`config.mk`:
```
export PLATFORM = sky130hd
export DESIGN_NAME = vhd_cell
export DESIGN_NICKNAME = d
export VERILOG_FILES = /design/src/rtl/core/vhd_cell.sv
export SDC_FILE = /design/constraint.sdc
export NUM_CORES = 2
export LEC_CHECK = 0
export BUFFER_PORTS_ARGS = -buffer_cell sky130_fd_sc_hd__buf_2
export CORE_UTILIZATION = 40
export CTS_BUF_LIST = sky130_fd_sc_hd__clkbuf_8 sky130_fd_sc_hd__clkbuf_16
export CTS_CLUSTER_SIZE = 25
export DETAILED_ROUTE_END_ITERATION = 8
export GPL_ROUTABILITY_DRIVEN = 1
export GPL_TIMING_DRIVEN = 0
export PLACE_DENSITY = 0.58
export SLEW_MARGIN = 20
export SYNTH_ARGS = -nofsm -noshare
export SYNTH_HDL_FRONTEND = slang
export SYNTH_SLANG_ARGS = --single-unit
```
`constraint.sdc`:
```
create_clock -name i_clk -period 9.98 [get_ports i_clk]
set_input_delay 0 -clock i_clk [delete_from_list [all_inputs] [get_ports i_clk]]
set_output_delay 0 -clock i_clk [all_outputs]
set_load 0.01 [all_outputs]
```
`src/rtl/core/vhd_cell.sv`:
```
// Three-stage quantizer from a Q16.16 coordinate to a saturated voxel index.
`timescale 1ns / 1ps

module vhd_cell (
    input  logic               i_clk,
    input  logic signed [31:0] i_coord,
    input  logic [31:0]        i_inv_res,
    output logic signed [31:0] o_cell
);

    logic        r_neg1;
    logic [31:0] r_mag;
    logic        r_neg2;
    logic [63:0] r_prod;
    logic [31:0] r_cell;

    logic [63:0] sum;
    logic [31:0] cell_mag;
    logic [31:0] cell_sat;

    always_comb begin
        sum      = r_prod + 64'h0000_0000_8000_0000;
        cell_mag = sum[63:32];
        if (r_neg2) begin
            cell_sat = (cell_mag > 32'h8000_0000) ? 32'h8000_0000 : cell_mag;
            cell_sat = ~cell_sat + 32'd1;
        end else begin
            cell_sat = cell_mag[31] ? 32'h7FFF_FFFF : cell_mag;
        end
    end

    // The magnitude of the most negative code is 2^31, which still fits unsigned.
    always_ff @(posedge i_clk) begin
        r_neg1 <= i_coord[31];
        r_mag  <= i_coord[31] ? (~i_coord + 32'd1) : i_coord;
        r_neg2 <= r_neg1;
        r_prod <= 64'(r_mag) * 64'(i_inv_res);
        r_cell <= cell_sat;
    end

    assign o_cell = r_cell;

endmodule

```
# ---- After elaboration in Yosys (flattened, before gate mapping)
# Cells that the tools add are included.
dict set report word_totals {
  output_inout_bits 32
  register_bits 130
  mem_bits_rw 0
  inputBits 65
  n_memories 0
  latch_bits 0
  mem_bits_ro 0
}
dict set report classes {
  n_addsub 3
  bitwise_logic 2
  muxes 4
  mul 1
  div_mod_pow 0
  n_eq_ne 0
  magnitude_cmp 1
  n_reduce_logical 0
  shift 0
}
# cell count
set ops {}
lappend ops {{32-bit by 1-bit adder with 32-bit output (second input constant)} 2}
lappend ops {{64-bit by 32-bit adder with 64-bit output (second input constant)} 1}
lappend ops {{32-bit by 32-bit multiplier with 64-bit output} 1}
lappend ops {{32-bit 2-to-1 mux} 2}
lappend ops {{32-bit inverter} 2}
lappend ops {{31-bit 2-to-1 mux} 2}
lappend ops {{32-bit greater-than comparator (second input constant)} 1}

# ---- Longest topological paths before layout
dict set report depth {
  depth_word 6
  depth_mapped 28
  depth_no_buf 27
}

# ---- Least setup slack after synthesis
# OpenSTA, ideal clock, no wires.
dict set report synth_timing {
  kind {reg2reg}
  startpoint {reg r_mag[7]}
  endpoint {reg r_prod[63]}
  arrival_ns 7.223
  required_time_ns 9.908
  synth_period_minus_slack_ns 7.295
  slack_ns 2.685
  path_buffers 1
  stages_incl_launch_ff 26
  cell_sequence {dfxtp_1 > clkbuf_1 > nand2_1 > fa_1 > inv_1 > fa_1 > inv_1 > fa_1 > inv_1 > fa_1 > fa_1 > fa_1 > fa_1 > inv_1 > fa_1 > inv_1 > ha_1 > a21o_1 > a31o_2 > a221oi_1 > o211ai_1 > a31oi_1 > o22ai_1 > a311o_1 > a21oi_1 > xnor2_1}
}
dict set report synth_via {
  elab_chain_len 1
}
# item line_no
set synth_lines {}
lappend synth_lines {{start, declared} 12} ;# logic [31:0] r_mag;
lappend synth_lines {{start signal, assigned} 35} ;# r_mag <= i_coord[31] ? (~i_coord + 32'd1) : i_coord;
lappend synth_lines {{32-bit by 32-bit multiplier with 64-bit output} 37} ;# r_prod <= 64'(r_mag) * 64'(i_inv_res);
lappend synth_lines {{end signal, assigned} 37}
lappend synth_lines {{end, declared} 14} ;# logic [63:0] r_prod;
# Every way passes these cells.
# A chain may end at the register's enable or synchronous reset.

# ---- Final worst setup path
dict set report layout_timing {
  startpoint {reg r_mag[16]}
  endpoint {reg r_prod[63]}
}
# Same word-level chain as after synthesis.

==> results.json <==
{
  "yosysSeqAreaShare": 0.0529,
  "synth_top_area_share": 0.479,
  "clk_pin_slew_ns": 0.08,
  "synth_top_flop_cell": "dfxtp_1",
  "synth-edff-count": 0,
  "synth_top_area_cell": "fa_1",
  "end_kind": "register",
  "numCtsBuffers": 9,
  "fin_util": 0.437,
  "clk_latency_ns": 0.40,
  "synthTopCellsByArea": "fa_1 48%, and2_1 9.9%, inv_1 9.0%",
  "critPathMaxStageDelay_ns": 0.76,
  "die_w_um": 308,
  "tightest_slew_ns": 1.31,
  "ff2ff_setup_slack_ns": 0.06,
  "dieArea_sq_mm": 0.0948,
  "grt-ovfl-total": 0,
  "start_util": 0.406,
  "crit_path_start_kind": "register",
  "die_h_um": 308,
  "filler_cell_count": 9358,
  "synth_area_per_cell_sq_um": 9.06,
  "vias_per_cell": 5.38,
  "drc": 0,
  "clock_skew_ns": 0.00889,
  "hold_depth": 2,
  "vias": 29822,
  "hold_viol": 0,
  "status": "finished clean",
  "min-delay-start": "i_coord[0]",
  "worst_ep_required_time_ns": 10.30,
  "wirelength_mm": 142,
  "synthArstFlopShare": 0,
  "drive_above_1_share": 0.0387,
  "std_cell_rows": 111,
  "cp_max_fo": 10,
  "regToRegStartpoint": "r_mag[16]$_DFF_P_",
  "gp_congestion": 1.04,
  "critical_path_class": "reg2reg",
  "ys_seq_elements": 99,
  "portBuffers": 96,
  "drtIter0Drc": 3023,
  "crit_path_top_delay_cell": "fa_1",
  "timing.fmax_mhz": 101,
  "min_to": "r_mag[0]$_DFF_P_",
  "syn_inst": 4130,
  "synth_area_sq_mm": 0.0374,
  "synth_cell_types": 76,
  "ant_nets": 0,
  "cpMostUsedCell": "fa_1",
  "cts_tree": "built",
  "dp_hpwl_mm": 118,
  "ys_top_cells_by_count": "895 x fa_1, 894 x inv_1, 595 x and2_1",
  "syn-num-nets": 5353,
  "cts.sinks": 99,
  "final.min_clock_period_ns": 9.92,
  "cts_max_level": 3,
  "hold_slack_ns": 0.311,
  "maxSlewViolCount": 0,
  "synthToLayoutAreaGrowth_pct": 7.74,
  "ioPinCount": 97,
  "cp_cell_sequence": "clkbuf_1, and2_1, fa_1, fa_1, inv_1, fa_1, fa_1, inv_1, fa_1, fa_1, fa_1, fa_1, ha_1, a21oi_1, o21ai_0, a221oi_1, o211ai_1, a31oi_4, o22ai_1, a311o_1, a21oi_1, xnor2_1",
  "wl_per_cell_um": 25.7,
  "r2r-end": "r_prod[63]$_DFF_P_",
  "cts_max_path_buffers": 2,
  "grt_max_degree": 22,
  "max-slew-margin-rel": 0.126,
  "grt_pass1_wl_mm": 208,
  "hold_class": "in2reg",
  "final_nets": 5508,
  "ys.warnings.count": 0,
  "crit_buf_inv": 3,
  "antenna_found_initial": 10,
  "drt_first_pass_iters": 5,
  "critical-path-top-delay-family": "adder cells",
  "synth.most_common_cell": "fa_1",
  "core_sq_mm": 0.0922,
  "track_usage": 0.307,
  "post-route-period-util": 0.994,
  "arrival_ns": 10.24,
  "r2r_cells": 22,
  "setup_viol": 0,
  "drv_cap": 0,
  "postCtsSetupRepairBufs": 0,
  "rsz0062_at_grt": "false",
  "cts_root_buf": "clkbuf_16",
  "grt_pass1_vias": 30354
}
how the worst max path moves through the flow:
stage / startpoint / to / slack [ns] / cells after the start
after floorplan: r_mag[7]$_DFF_P_ / r_prod[63]$_DFF_P_ / 2.68 / 25
after global placement: r_mag[17]$_DFF_P_ / r_prod[63]$_DFF_P_ / -0.09 / 22
after detailed placement: r_mag[17]$_DFF_P_ / r_prod[63]$_DFF_P_ / -0.02 / 22
after CTS: r_mag[17]$_DFF_P_ / r_prod[63]$_DFF_P_ / 0.22 / 22
after global routing: r_mag[17]$_DFF_P_ / r_prod[63]$_DFF_P_ / 0.12 / 22
final: r_mag[16]$_DFF_P_ / r_prod[63]$_DFF_P_ / 0.06 / 22
logic make-up after synthesis:
logic type / share of synthesized area
adder cells (fa/ha/maj): 0.567
AO/OA/AOI/OAI: 0.0556
XOR/XNOR: 0.0232
buffers and inverters: 0.115
flip-flops: 0.0529
AND/OR/NAND/NOR: 0.185
multiplexers: 0.00170
metal layers:
layer  share of wire  track usage
met1            0.43        0.441
met2            0.41        0.436
met3            0.12       0.0869
met4           0.044        0.118
met5         0.00013            0
through the flow:
stage | TNS (ns) | setup WS (ns) | instances | cell area [sq um]
floorplan | 0 | 2.68 | 4130 | 37400
global placement | -0.209 | -0.0923 | 5469 | 39500
detailed placement | -0.0237 | -0.0237 | 5469 | 39500
CTS | 0 | 0.224 | 5533 | 40300
global route | 0 | 0.121 | 5533 | 40300
finish | 0 | 0.0632 | 5543 | 40300
sequential cells by signal, summed over array words and instances, names as in the netlist:
signal  cells
o_cell     32
r_prod     33
r_mag      32
r_neg1      1
r_neg2      1
cell type report:
type | count | area, sq um | share of cell area
inverter | 895 | 3360 | 0.0833
multi-input combinational | 2901 | 31200 | 0.773
timing repair buffer | 144 | 961 | 0.0238
clock buffer | 9 | 225 | 0.00558
tap | 1243 | 1560 | 0.0386
buffer | 235 | 955 | 0.0237
clock inverter | 7 | 86.3 | 0.00214
antenna | 10 | 25.0 | 0.000620
sequential | 99 | 1980 | 0.0491
placed cells by master (no fill, tap or decap), drive strengths merged, types with 8 or more instances in the layout:
master / n
xor2: 29
dfxtp: 99
a211oi: 9
a21o: 51
xnor2: 70
a21oi: 77
or3: 10
nand4: 30
nor4: 16
a22oi: 9
a31oi: 13
dlygate4sd3: 48
nor3: 29
buf: 111
o31ai: 20
ha: 263
inv: 899
o21ai: 54
nand2: 503
diode: 10
nand2b: 8
clkbuf: 228
or4: 11
nand3: 28
and2: 596
and3: 19
o22ai: 8
o21bai: 8
fa: 895
nor2: 55
timing repair:
item / in CTS / in global routing
hold buffers: 48 / 0
endpoints found under the setup margin: 4 / 5
endpoints found under the hold margin: 33 / 0
pin swaps: 0 / 0
resized for setup: 1 / 16
Power is not shown: default switching activity piles up to over one toggle a cycle in this logic, so the estimate is an artifact.
