[src/rtl/core/vhd_pkg.sv]
// Shared types, constants and state codes of the voxel hash dedup filter.
`timescale 1ns / 1ps

package vhd_pkg;

    localparam int TABLE_DEPTH_DEF = 4096;
    localparam int MAX_PROBE_DEF   = 16;

    localparam logic [31:0] INV_RES_RESET = 32'd1310720;
    localparam logic [31:0] HASH_MULT     = 32'd2654435761;

    localparam int KEY_W       = 64;
    localparam int EPOCH_W     = 8;
    localparam int CELL_LAT    = 3;
    localparam int CELL_WAIT_W = 2;

    typedef struct packed {
        logic signed [31:0] point_x;
        logic signed [31:0] point_y;
        logic               new_cloud;
    } t_point;

    typedef struct packed {
        logic signed [31:0] out_x;
        logic signed [31:0] out_y;
        logic signed [31:0] cell_x;
        logic signed [31:0] cell_y;
        logic               set_overflow;
    } t_result;

    typedef enum logic [2:0] {
        S_IDLE,
        S_CLEAR,
        S_CELL,
        S_HASH_GO,
        S_HASH_WAIT,
        S_READ,
        S_CHECK
    } t_state;

endpackage

[src/rtl/core/vhd_bucket.sv]
// Hash of a cell pair reduced to a table bucket, by reciprocal multiplication when the depth is not 2^n.
`timescale 1ns / 1ps

module vhd_bucket #(
    parameter int TABLE_DEPTH = vhd_pkg::TABLE_DEPTH_DEF
) (
    input  logic                           i_clk,
    input  logic                           i_rst_n,
    input  logic                           i_start,
    input  logic [31:0]                    i_cell_x,
    input  logic [31:0]                    i_cell_y,
    output logic                           o_done,
    output logic [$clog2(TABLE_DEPTH)-1:0] o_bucket
);

    localparam int AW = $clog2(TABLE_DEPTH);
    localparam bit IS_POW2 = (TABLE_DEPTH & (TABLE_DEPTH - 1)) == 0;
    // Rounded-up reciprocal of the depth; with it the quotient of any 32-bit hash is exact.
    localparam logic [32:0] RECIP =
        33'(((64'd1 << (32 + AW)) + 64'(TABLE_DEPTH) - 64'd1) / 64'(TABLE_DEPTH));
    localparam logic [31:0] DEPTH_W = 32'(TABLE_DEPTH);

    logic          r_hash_ok;
    logic          r_quot_ok;
    logic          r_rem_ok;
    logic [31:0]   r_h;
    logic [31:0]   r_quot;
    logic [AW-1:0] r_rem;

    logic [31:0]   hash;
    logic [64:0]   quot_prod;
    logic [31:0]   rem_full;

    always_comb begin
        hash      = i_cell_x ^ (i_cell_y * vhd_pkg::HASH_MULT);
        quot_prod = 65'(r_h) * 65'(RECIP);
        rem_full  = r_h - r_quot * DEPTH_W;
    end

    always_ff @(posedge i_clk) begin
        if (!i_rst_n) begin
            r_hash_ok <= 1'b0;
            r_quot_ok <= 1'b0;
            r_rem_ok  <= 1'b0;
        end else begin
            r_hash_ok <= i_start;
            r_quot_ok <= r_hash_ok && !IS_POW2;
            r_rem_ok  <= r_quot_ok;
        end
    end

    // Hash, then quotient, then remainder, one register stage each.
    always_ff @(posedge i_clk) begin
        if (i_start) begin
            r_h <= hash;
        end
        if (r_hash_ok) begin
            r_quot <= 32'(quot_prod >> (32 + AW));
        end
        if (r_quot_ok) begin
            r_rem <= rem_full[AW-1:0];
        end
    end

    assign o_done   = IS_POW2 ? r_hash_ok : r_rem_ok;
    assign o_bucket = IS_POW2 ? r_h[AW-1:0] : r_rem;

endmodule

[config.mk]
export PLATFORM = sky130hd
export DESIGN_NAME = vhd_bucket
export DESIGN_NICKNAME = d
export VERILOG_FILES = /design/src/rtl/core/vhd_pkg.sv /design/src/rtl/core/vhd_bucket.sv
export SDC_FILE = /design/constraint.sdc
export NUM_CORES = 1
export LEC_CHECK = 0
export ABC_CLOCK_PERIOD_IN_PS = 3800
export BUFFER_PORTS_ARGS = -buffer_cell sky130_fd_sc_hd__buf_2
export CAP_MARGIN = 30
export CORE_UTILIZATION = 39
export DETAILED_ROUTE_END_ITERATION = 12
export PLACE_DENSITY_LB_ADDON = 0.1
export SLEW_MARGIN = 10
export SYNTH_ARGS = -nofsm -noshare
export SYNTH_HDL_FRONTEND = slang
export SYNTH_SLANG_ARGS = --single-unit
[constraint.sdc]
create_clock -name i_clk -period 3.8 [get_ports i_clk]
set_clock_uncertainty 0.05 [all_clocks]
set_input_delay 0.38 -clock i_clk [delete_from_list [all_inputs] [get_ports i_clk]]
set_output_delay 0.38 -clock i_clk [all_outputs]
set_load 0.05 [all_outputs]
After elaboration in Yosys (flattened, before gate mapping). Index checks and enable logic that the tools add are counted.

$mul: 1. Bitwise gates (word level): 1.

Operators with widths (number): $mul 32x32->12 const B (1); $xor 12x12->12 (1).

Register bits after elaboration: 13. Input bits: 67. Output and inout bits: 13.

Logic depth before layout (Yosys ltp). Gate-level depths: netlist of run 1.

Word-level depth: 2. Mapped depth: 14. Depth with buffers taken out: 14.

Worst setup path before layout of run 1. No wires, ideal clock.

Path kind: input -> register. Start point: input port i_cell_y[4]. End point: register r_h[11], data pin. Setup time: 259 ps. Arrival time: 3315 ps. Setup slack: 176 ps. Cell stages on the path: 14. Cells stage by stage: ha_1 > inv_1 > fa_1 > inv_1 > ha_1 > fa_1 > inv_1 > fa_1 > inv_1 > ha_1 > inv_1 > o21bai_1 > a21oi_1 > xnor2_1.

Longest elaborated chain between the ends: 2.

Ends and longest elaborated chain: start: declaration (line vhd_bucket.sv:11) `input logic [31:0] i_cell_y,`; $mul 32x32->12 (line vhd_bucket.sv:35) `hash = i_cell_x ^ (i_cell_y * vhd_pkg::HASH_MULT);`; $xor 12x12->12 (line vhd_bucket.sv:35); named net hash[11] (line vhd_bucket.sv:30) `logic [31:0] hash;`; end signal: assignment (line vhd_bucket.sv:55) `r_h <= hash;`; end: declaration (line vhd_bucket.sv:26) `logic [31:0] r_h;`.

The timed path passes the listed nets, and every way through them passes these cells. A chain may end at the register's enable or synchronous reset.

Worst setup path after layout of run 1. Ends and elaborated chain as after synthesis.

==> results by group, run 1 <==
Yosys
  – Synth cell types: 11
  – Yosys reg bits: 13
  – Post-synth top cells: ha_1 (30), inv_1 (18), xnor2_1 (16)
  – Ys flop type: edfxtp_1
  – Main combinational cell family by area after synthesis: adder cells
  – Sequential fraction of the synthesis area: 0.294
  – Synth Net Count: 212
  – Multiplexer share of the synthesized area: 0
  – Yosys warning total: 0
  – Count leader, synth: ha_1
  – Post-Syn Area: 0.00129 mm2
  – Synth area leader: ha_1
  – Compound-Gate Fraction of Synth Area: 0.0329
  – Post-synth EDFFs: 12
  – Post-Synth XOR/XNOR Area: 0.197
  – Post-synthesis adder-cell area fraction: 0.414
  – Synth top area cells: ha_1 (29%), edfxtp_1 (28%), fa_1 (12%)
  – Share of the synthesized area in the top cell type: 0.290
  – Simple-Gate Fraction of Synth Area: 0.00968
  – Post-Syn Instances: 107
  – Synth Area per Inst: about 12 um2
  – Synth async-reset ratio: 0

Detailed routing
  – Starting DRT DRC Count: 20
  – # DRC: 0
  – Routed WL: about 2100 um
  – Final ANT Viol Nets: 0
  – Drt wl/cell: about 11 um
  – Vias after detailed routing: 874
  – Vias per cell: 4.39
  – Detailed-router iteration count before antenna repair: 2

STA
  – Tightest Pin Transition: 0.315 ns
  – Slew Limit Fails: 0
  – Max Clock Freq: 0.278 GHz
  – Period utilization: 0.945
  – Max_slew headroom: 0.790
  – RSZ-0062 raised after global routing: no
  – Number of setup violations in the final report: 0
  – Period minus WS final: 3.59 ns
  – Final Hold Vio Count: 0
  – Tightest hold margin: about 0.26 ns

Layout
  – Multi-input logic area: 845 um2
  – Fillers: between 300 and 400
  – Diodes inserted: 0
  – Register area: 380 um2
  – Syn-to-layout area delta: 24.3%
  – Post-route design area: 0.00161 mm2
  – Final Net Count: around 260
  – Fraction of layout instances using a drive strength above 1: 0.303

Global route
  – Largest net degree at the start of global routing: 14
  – GR Overflow Total: 0
  – Vias in the first global route: about 850
  – First-pass GRT wire length: 3480 um
  – Initial antenna violation count: 0
  – GRT Overall Usage: 0.136

Run status
  – Status: completed

CTS
  – Hold_buf cts: 0
  – Clk slew on worst S/H paths: 0.09 ns
  – CTS Buf Count: 3
  – # Post-CTS Setup Buffers: 0
  – CTS root buffer: clkbuf_4
  – Clk sinks: 13
  – CTS tree: built
  – CTS HTree Levels: 1
  – Max Buffers Root-to-Sink: 2
  – Post-CTS resize count: 0

Placement
  – Final Wtd Congestion: 0.776
  – Detail Placement HPWL: 1850 um
  – Placed cell area: 0.00158 mm2
  – Port Buffers: 39

Die
  – Rows: 20
  – Num ports: 80
  – Initial Util: 0.417
  – DIE HEIGHT: 59.6 um
  – Total core area: 0.00310 mm2
  – Die area: around 0.0035 mm2
  – Die width: ~60 um

Pwr
  – PD cells: 554 mW/mm2
  – Worst VDD drop: 201 uV
  – Leakage: 0.000830 uW

Worst setup path
  – Crit Path Class: in2reg
  – CP max-delay cell: fa_1
  – Endpoint arrival time on the critical path: roughly 3.6 ns
  – Most frequent CP cell: inv_1
  – CP delay by family, top: adder cells
  – Buf+Inv Stages, Crit Path: 6
  – Crit-path cells: buf_2, ha_1, inv_1, fa_1, inv_1, ha_1, fa_1, inv_1, fa_1, inv_1, ha_1, inv_1, o21bai_1, a21oi_1, xnor2_1
  – WP data required: 3.79 ns
  – Max stage delay on crit path: 0.54 ns
  – Critical path peak fanout: 3
  – Crit end category: register
  – Crit path launch type: primary input

Hold path
  – Hold Path Class: in2reg

Run
  – Max-cap violation count: 0
[metrics by stage]
| step | setup WS, ns | util | total power, uW | instances | TNS (ns) |
|---|---|---|---|---|---|
| 6_report | 0.207 | 0.518 | 891 | 199 | 0 |
| 5_1_grt | 0.0599 | 0.518 | 978 | 199 | 0 |
| 3_3_place_gp | -0.0820 | 0.509 | 799 | 195 | -0.0820 |
| 2_1_floorplan | 0.176 | - | 694 | 107 | 0 |
| 3_5_place_dp | -0.104 | 0.509 | 808 | 195 | -0.104 |
| 4_1_cts | 0.199 | 0.518 | 909 | 199 | 0 |
[layout make-up]
class / count / area share
Timing Repair Buffer: 44 / 0.145
Sequential cell: 13 / 0.237
Tap cell: 44 / 0.0343
Clock buffer: 4 / 0.0164
Inverter: 18 / 0.0421
Multi-Input combinational cell: 76 / 0.526
[path summary, 6_finish.rpt]
path / startpoint / endpoint / cells after the start
worst min-delay path: i_rst_n / o_done / 2
worst max-delay path: i_cell_y[4] / r_h[11] / 15
[routing by layer]
layer  global-route usage  up-vias  part of all wire
li1                     -      449                 -
met1                0.172      401              0.42
met2                0.233       20              0.53
met3               0.0197        4             0.034
met4               0.0565        0             0.015
met5                    0        -                 0
[power breakdown]
part | internal, uW | leakage [uW] | total (uW) | switching, uW
Sequential | 221 | 0.000126 | 228 | 7.39
Combinational | 232 | 0.000690 | 570 | 339
Clock | 40.8 | 0.0000150 | 92.2 | 51.5
[flip-flops by register name (all words and copies together) (netlist names)]
name / flops
r_h: 12
o_done: 1
[cell usage in the layout, fill, tap and decap left out, drive strengths merged]
cell / n
a21oi: 4
ha: 30
xor2: 13
and2: 2
inv: 18
fa: 8
clkbuf: 4
edfxtp: 12
xnor2: 16
a21o: 2
buf: 44
dfxtp: 1
o21bai: 1
[logic make-up after synthesis]
kind of cell / Yosys count
compound gates: 7
simple gates: 2
flops: 13
buf+inv: 18
xor+xnor: 29
fa+ha+maj: 38
Power figures use the tool's default switching activity.
==> inputs of run 2 (changes only) <==
- CORE_MARGIN: not set -> 10
==> results by group, run 2 (synthesis gave the netlist of run 1 again) <==
Worst setup path
  – Buf+Inv Stages, Crit Path: 6 (unchanged)
  – Crit-path cells: buf_2, ha_1, inv_1, fa_1, inv_1, ha_1, fa_1, inv_1, fa_1, inv_1, ha_4, inv_1, o21bai_1, a21oi_1, xnor2_1
  – CP max-delay cell: fa_1
  – Endpoint arrival time on the critical path: 3.56 ns (-0.02 ns)
  – Critical path peak fanout: 3 (unchanged)
  – Crit Path Class: in2reg
  – Crit end category: register
  – WP data required: 3.78 ns (about the same)
  – Most frequent CP cell: inv_1
  – CP delay by family, top: adder cells
  – Max stage delay on crit path: 0.54 ns (about the same)
  – Crit path launch type: primary input

Placement
  – Placed cell area: 0.00158 mm2 (unchanged)
  – Final Wtd Congestion: 0.760 (-2.0%)
  – Detail Placement HPWL: 2220 um (+20%)
  – Port Buffers: 39 (unchanged)

Pwr
  – Leakage: 0.000830 uW (about the same)
  – Pwr Total: 905 uW (+1.6%)
  – Worst VDD drop: 222 uV (+11%)
  – PD cells: 559 mW/mm2 (+0.82%)

Layout
  – Fillers: 317 (+2.3%)
  – Commonest cells after routing, fill and taps aside: buf_2 (39), ha_1 (29), inv_1 (18), xnor2_1 (16), xor2_1 (13)
  – Most common cell after layout, fill and taps aside: buf_2
  – Final Net Count: 261 (unchanged)
  – Fraction of layout instances using a drive strength above 1: 0.310 (+0.00645)
  – Diodes inserted: 0 (unchanged)
  – Max reg flops: 12 (unchanged)
  – Largest Register: r_h
  – Post-route design area: 0.00162 mm2 (+0.78%)
  – Core Util, Final: 0.522 (+0.00403)
  – Syn-to-layout area delta: 25.3%

Detailed routing
  – Drt wl/cell: 12.5 um (+17%)
  – Final ANT Viol Nets: 0 (unchanged)
  – Vias per cell: 4.42 (+0.57%)
  – Routed WL: 2500 um (+17%)
  – Starting DRT DRC Count: 16 (-20%)
  – # DRC: 0 (unchanged)
  – Detailed-router iteration count before antenna repair: 2 (unchanged)
  – Vias after detailed routing: 879 (+0.57%)

STA
  – Tightest Pin Transition: 0.312 ns (-0.00264 ns)
  – Period minus WS final: 3.58 ns (-0.0137 ns)
  – Slew Limit Fails: 0 (unchanged)
  – Max_slew headroom: 0.792 (+0.00176)
  – Period utilization: 0.942 (-0.00362)
  – Number of setup violations in the final report: 0 (unchanged)
  – Final Hold Vio Count: 0 (unchanged)
  – RSZ-0062 raised after global routing: no
  – Max Clock Freq: 0.279 GHz (+0.38%)
  – Tightest hold margin: 0.276 ns (+0.0188 ns)

Global route
  – GR Overflow Total: 0 (unchanged)
  – Initial antenna violation count: 0 (unchanged)
  – Vias in the first global route: 1010 (+19%)
  – GRT Overall Usage: 0.0891 (-0.0473)
  – First-pass GRT wire length: 4370 um (+26%)
  – Largest net degree at the start of global routing: 14 (unchanged)

CTS
  – Clk slew on worst S/H paths: 0.08 ns (about the same)
  – Hold_buf cts: 0 (unchanged)
  – CTS tree: built
  – CTS HTree Levels: 1 (unchanged)
  – Max Buffers Root-to-Sink: 2 (unchanged)
  – CTS root buffer: clkbuf_4
  – # Post-CTS Setup Buffers: 0 (unchanged)
  – Clk sinks: 13 (unchanged)
  – CTS Buf Count: 3 (unchanged)

Run status
  – Status: completed

Die
  – Die area: 0.00602 mm2 (+70%)
  – Total core area: 0.00310 mm2 (unchanged)
  – Initial Util: 0.417 (unchanged)
  – DIE HEIGHT: 77.6 um (+30%)
  – Rows: 20 (unchanged)
  – Die width: 77.6 um (+30%)
  – Num ports: 80 (unchanged)

Hold path
  – Hold Path Class: in2reg

Run
  – Max-cap violation count: 0 (unchanged)
run 2: cell count changes in the layout (fill, tap and decap cells not counted):
| cell | before | now |
|---|---|---|
| ha_4 | 0 | 1 |
| ha_1 | 30 | 29 |
run 2: final timing paths:
| kind | depth (start not counted) | endpoint | start | slack [ns] |
|---|---|---|---|---|
| setup / recovery | 15 | r_h[11] | i_cell_y[4] | 0.22 |
| hold / removal | 2 | o_done | i_rst_n | 0.28 |
run 2: routing by layer:
layer  global-route usage  vias to the layer above  wire length [um]
met5                    0                        -                 0
li1                     -                      449                 -
met4               0.0493                        0                58
met1               0.0928                      407               969
met3               0.0115                        4                76
met2                0.168                       19              1390
run 2: where the power goes:
part           switching (uW)  internal (uW)  total (uW)
registers                7.53            221         229
logic                     348            242         591
clock network            45.2           40.6        85.8
total                     401            504         905
run 2: cell type report:
class	count	area [um2]	share of cell area
timing repair buffer	44	233	0.144
sequential	13	380	0.235
inverter	18	67.6	0.0417
tap	44	55.1	0.0340
multi-input combinational	76	857	0.529
clock buffer	4	26.3	0.0162
run 2: through the flow:
stage               std cells  setup WS, ns  setup TNS, ns
global route              199        0.0452              0
finish                    199         0.221              0
floorplan                 107         0.176              0
detailed placement        195        -0.133         -0.133
global placement          195       -0.0847        -0.0847
CTS                       199         0.157              0
run 2: what timing repair did:
action                                 in CTS  in global routing
resized for setup                           0                  1
endpoints found under the hold margin       0                  0
setup endpoints to repair                   0                  1
==> inputs of run 3 (changes only) <==
- BUFFER_PORTS_ARGS: -buffer_cell sky130_fd_sc_hd__buf_2 -> not set
- CORE_UTILIZATION: 39 -> 55
- DONT_BUFFER_PORTS: not set -> 1
==> results by group, run 3 (synthesis gave the netlist of run 1 again) <==
Detailed routing
  – Met1 WL: 839 um (-13%)
  – Routed length on met3: 212 um (+180%)
  – Vias after detailed routing: 716 (-19%)
  – # DRC: 0 (unchanged)
  – Vias per cell: 5.15 (+17%)
  – Drt wl/cell: 15.9 um (+27%)
  – Max layer used: met4
  – Routed WL: 2210 um (-11%)
  – Detailed-router iteration count before antenna repair: 3 (+1)
  – Final ANT Viol Nets: 0 (unchanged)
  – Starting DRT DRC Count: 12 (-4)
  – Routed wire length on met2: 1110 um (-20%)

CTS
  – Max Buffers Root-to-Sink: 2 (unchanged)
  – Clk sinks: 13 (unchanged)
  – Post-CTS resize count: 0 (unchanged)
  – CTS tree: built
  – Clk slew on worst S/H paths: 0.07 ns (about the same)
  – CTS HTree Levels: 1 (unchanged)
  – # Post-CTS Setup Buffers: 0 (unchanged)
  – CTS root buffer: clkbuf_4
  – Hold_buf cts: 0 (unchanged)
  – CTS Buf Count: 3 (unchanged)

Die
  – DIE HEIGHT: 68.5 um (-12%)
  – Num ports: 80 (unchanged)
  – Total core area: 0.00223 mm2 (-28%)
  – Rows: 17 (-15%)
  – Die width: 68.5 um (-12%)
  – Die area: 0.00469 mm2 (-22%)
  – Initial Util: 0.579 (+0.162)

Hold path
  – Hold depth: 0 (-2)
  – Worst Hold Path EP: r_h[9]
  – Hold Startpoint: i_start
  – Hold Path Class: in2reg

Global route
  – Vias in the first global route: 792 (-22%)
  – GR Overflow Total: 0 (unchanged)
  – GRT Overall Usage: 0.103 (+0.0135)
  – Largest net degree at the start of global routing: 14 (unchanged)
  – Initial antenna violation count: 0 (unchanged)
  – First-pass GRT wire length: 3620 um (-17%)

Run status
  – Status: completed

Pwr
  – Leakage: 0.000652 uW (-21%)
  – Pwr Total: 831 uW (-8.2%)
  – Worst VDD drop: 440 uV (+98%)
  – PD cells: 613 mW/mm2 (+9.8%)

Layout
  – Largest Register: r_h
  – Commonest cells after routing, fill and taps aside: ha_1 (30), inv_1 (18), xnor2_1 (16), xor2_1 (13), edfxtp_1 (12)
  – Syn-to-layout area delta: 4.74%
  – Final Net Count: 217 (-17%)
  – Most common cell after layout, fill and taps aside: ha_1
  – Diodes inserted: 0 (unchanged)
  – Fillers: 190 (-40%)
  – Fraction of layout instances using a drive strength above 1: 0.0270 (-0.283)
  – Max reg flops: 12 (unchanged)

Worst setup path
  – CP max-delay cell: fa_1
  – Most frequent CP cell: inv_1
  – Max stage delay on crit path: 0.53 ns (about the same)
  – Crit end category: register
  – Crit path launch type: primary input
  – WP data required: 3.77 ns (about the same)
  – Crit Path Class: in2reg
  – Endpoint arrival time on the critical path: 3.43 ns (-0.13 ns)
  – Crit-path cells: ha_1, inv_1, fa_1, inv_1, ha_1, fa_1, inv_1, fa_1, inv_1, ha_1, inv_1, o21bai_1, a21oi_1, xnor2_1
  – Critical path peak fanout: 3 (unchanged)

STA
  – Slew Limit Fails: 0 (unchanged)
  – Period utilization: 0.911 (-0.0311)
  – Period minus WS final: 3.46 ns (-0.118 ns)
  – Max_slew headroom: 0.675 (-0.117)
  – Final setup TNS: 0 ns (unchanged)
  – RSZ-0062 raised after global routing: no
  – Tightest Pin Transition: 0.489 ns (+0.176 ns)
  – Final Hold Vio Count: 0 (unchanged)
  – Number of setup violations in the final report: 0 (unchanged)
  – Max Clock Freq: 0.289 GHz (+3.4%)

Placement
  – Port Buffers: 0 (-100%)
  – Final Wtd Congestion: 0.778 (+2.4%)
  – Detail Placement HPWL: 2020 um (-9.2%)

Run
  – Max-cap violation count: 0 (unchanged)
[run 3: stage by stage]
stage	std cells	hold WS (ns)	instance area, um2	util	setup WS, ns
6_report	139	0.165	1350	0.606	0.339
5_1_grt	139	0.149	1350	0.606	0.187
3_5_place_dp	135	0.444	1330	0.594	0.0251
2_1_floorplan	107	0.442	1290	-	0.176
3_3_place_gp	135	0.444	1330	0.594	0.0478
4_1_cts	139	0.155	1350	0.606	0.311
[run 3: where the power goes]
part / switching [uW] / leakage [uW] / internal [uW]
Sequential: 148 / 0.000126 / 226
Clock: 41.9 / 0.0000150 / 40.7
Combinational: 184 / 0.000511 / 191
[run 3: critical path: cells and delay by family]
family / cells / cell delay (ns)
xor+xnor: 1 / 0.11
buf+inv: 5 / 0.24
fa+ha+maj: 6 / 2.43
compound gates: 2 / 0.24
[run 3: final cells by class]
type	count	area (um2)	share of cell area
Multi-Input combinational cell	76	845	0.624
Tap cell	28	35.0	0.0259
Clock buffer	4	26.3	0.0194
Inverter	18	67.6	0.0499
Sequential cell	13	380	0.281
[run 3: how the worst max path moves through the flow]
stage / start / endpoint / slack [ns] / depth (start not counted)
global route: i_cell_y[4] / r_h[11] / 0.19 / 14
floorplan: i_cell_y[4] / r_h[11] / 0.18 / 14
detailed placement: i_cell_y[4] / r_h[11] / 0.03 / 14
global placement: i_cell_y[4] / r_h[11] / 0.05 / 14
finish: i_cell_y[4] / r_h[11] / 0.34 / 14
CTS: i_cell_y[4] / r_h[11] / 0.31 / 14
[run 3: layer usage]
layer,vias up,GRT usage
met5,-,0
met4,0,0.0528
met3,4,0.0261
met2,27,0.177
met1,321,0.113
li1,364,-
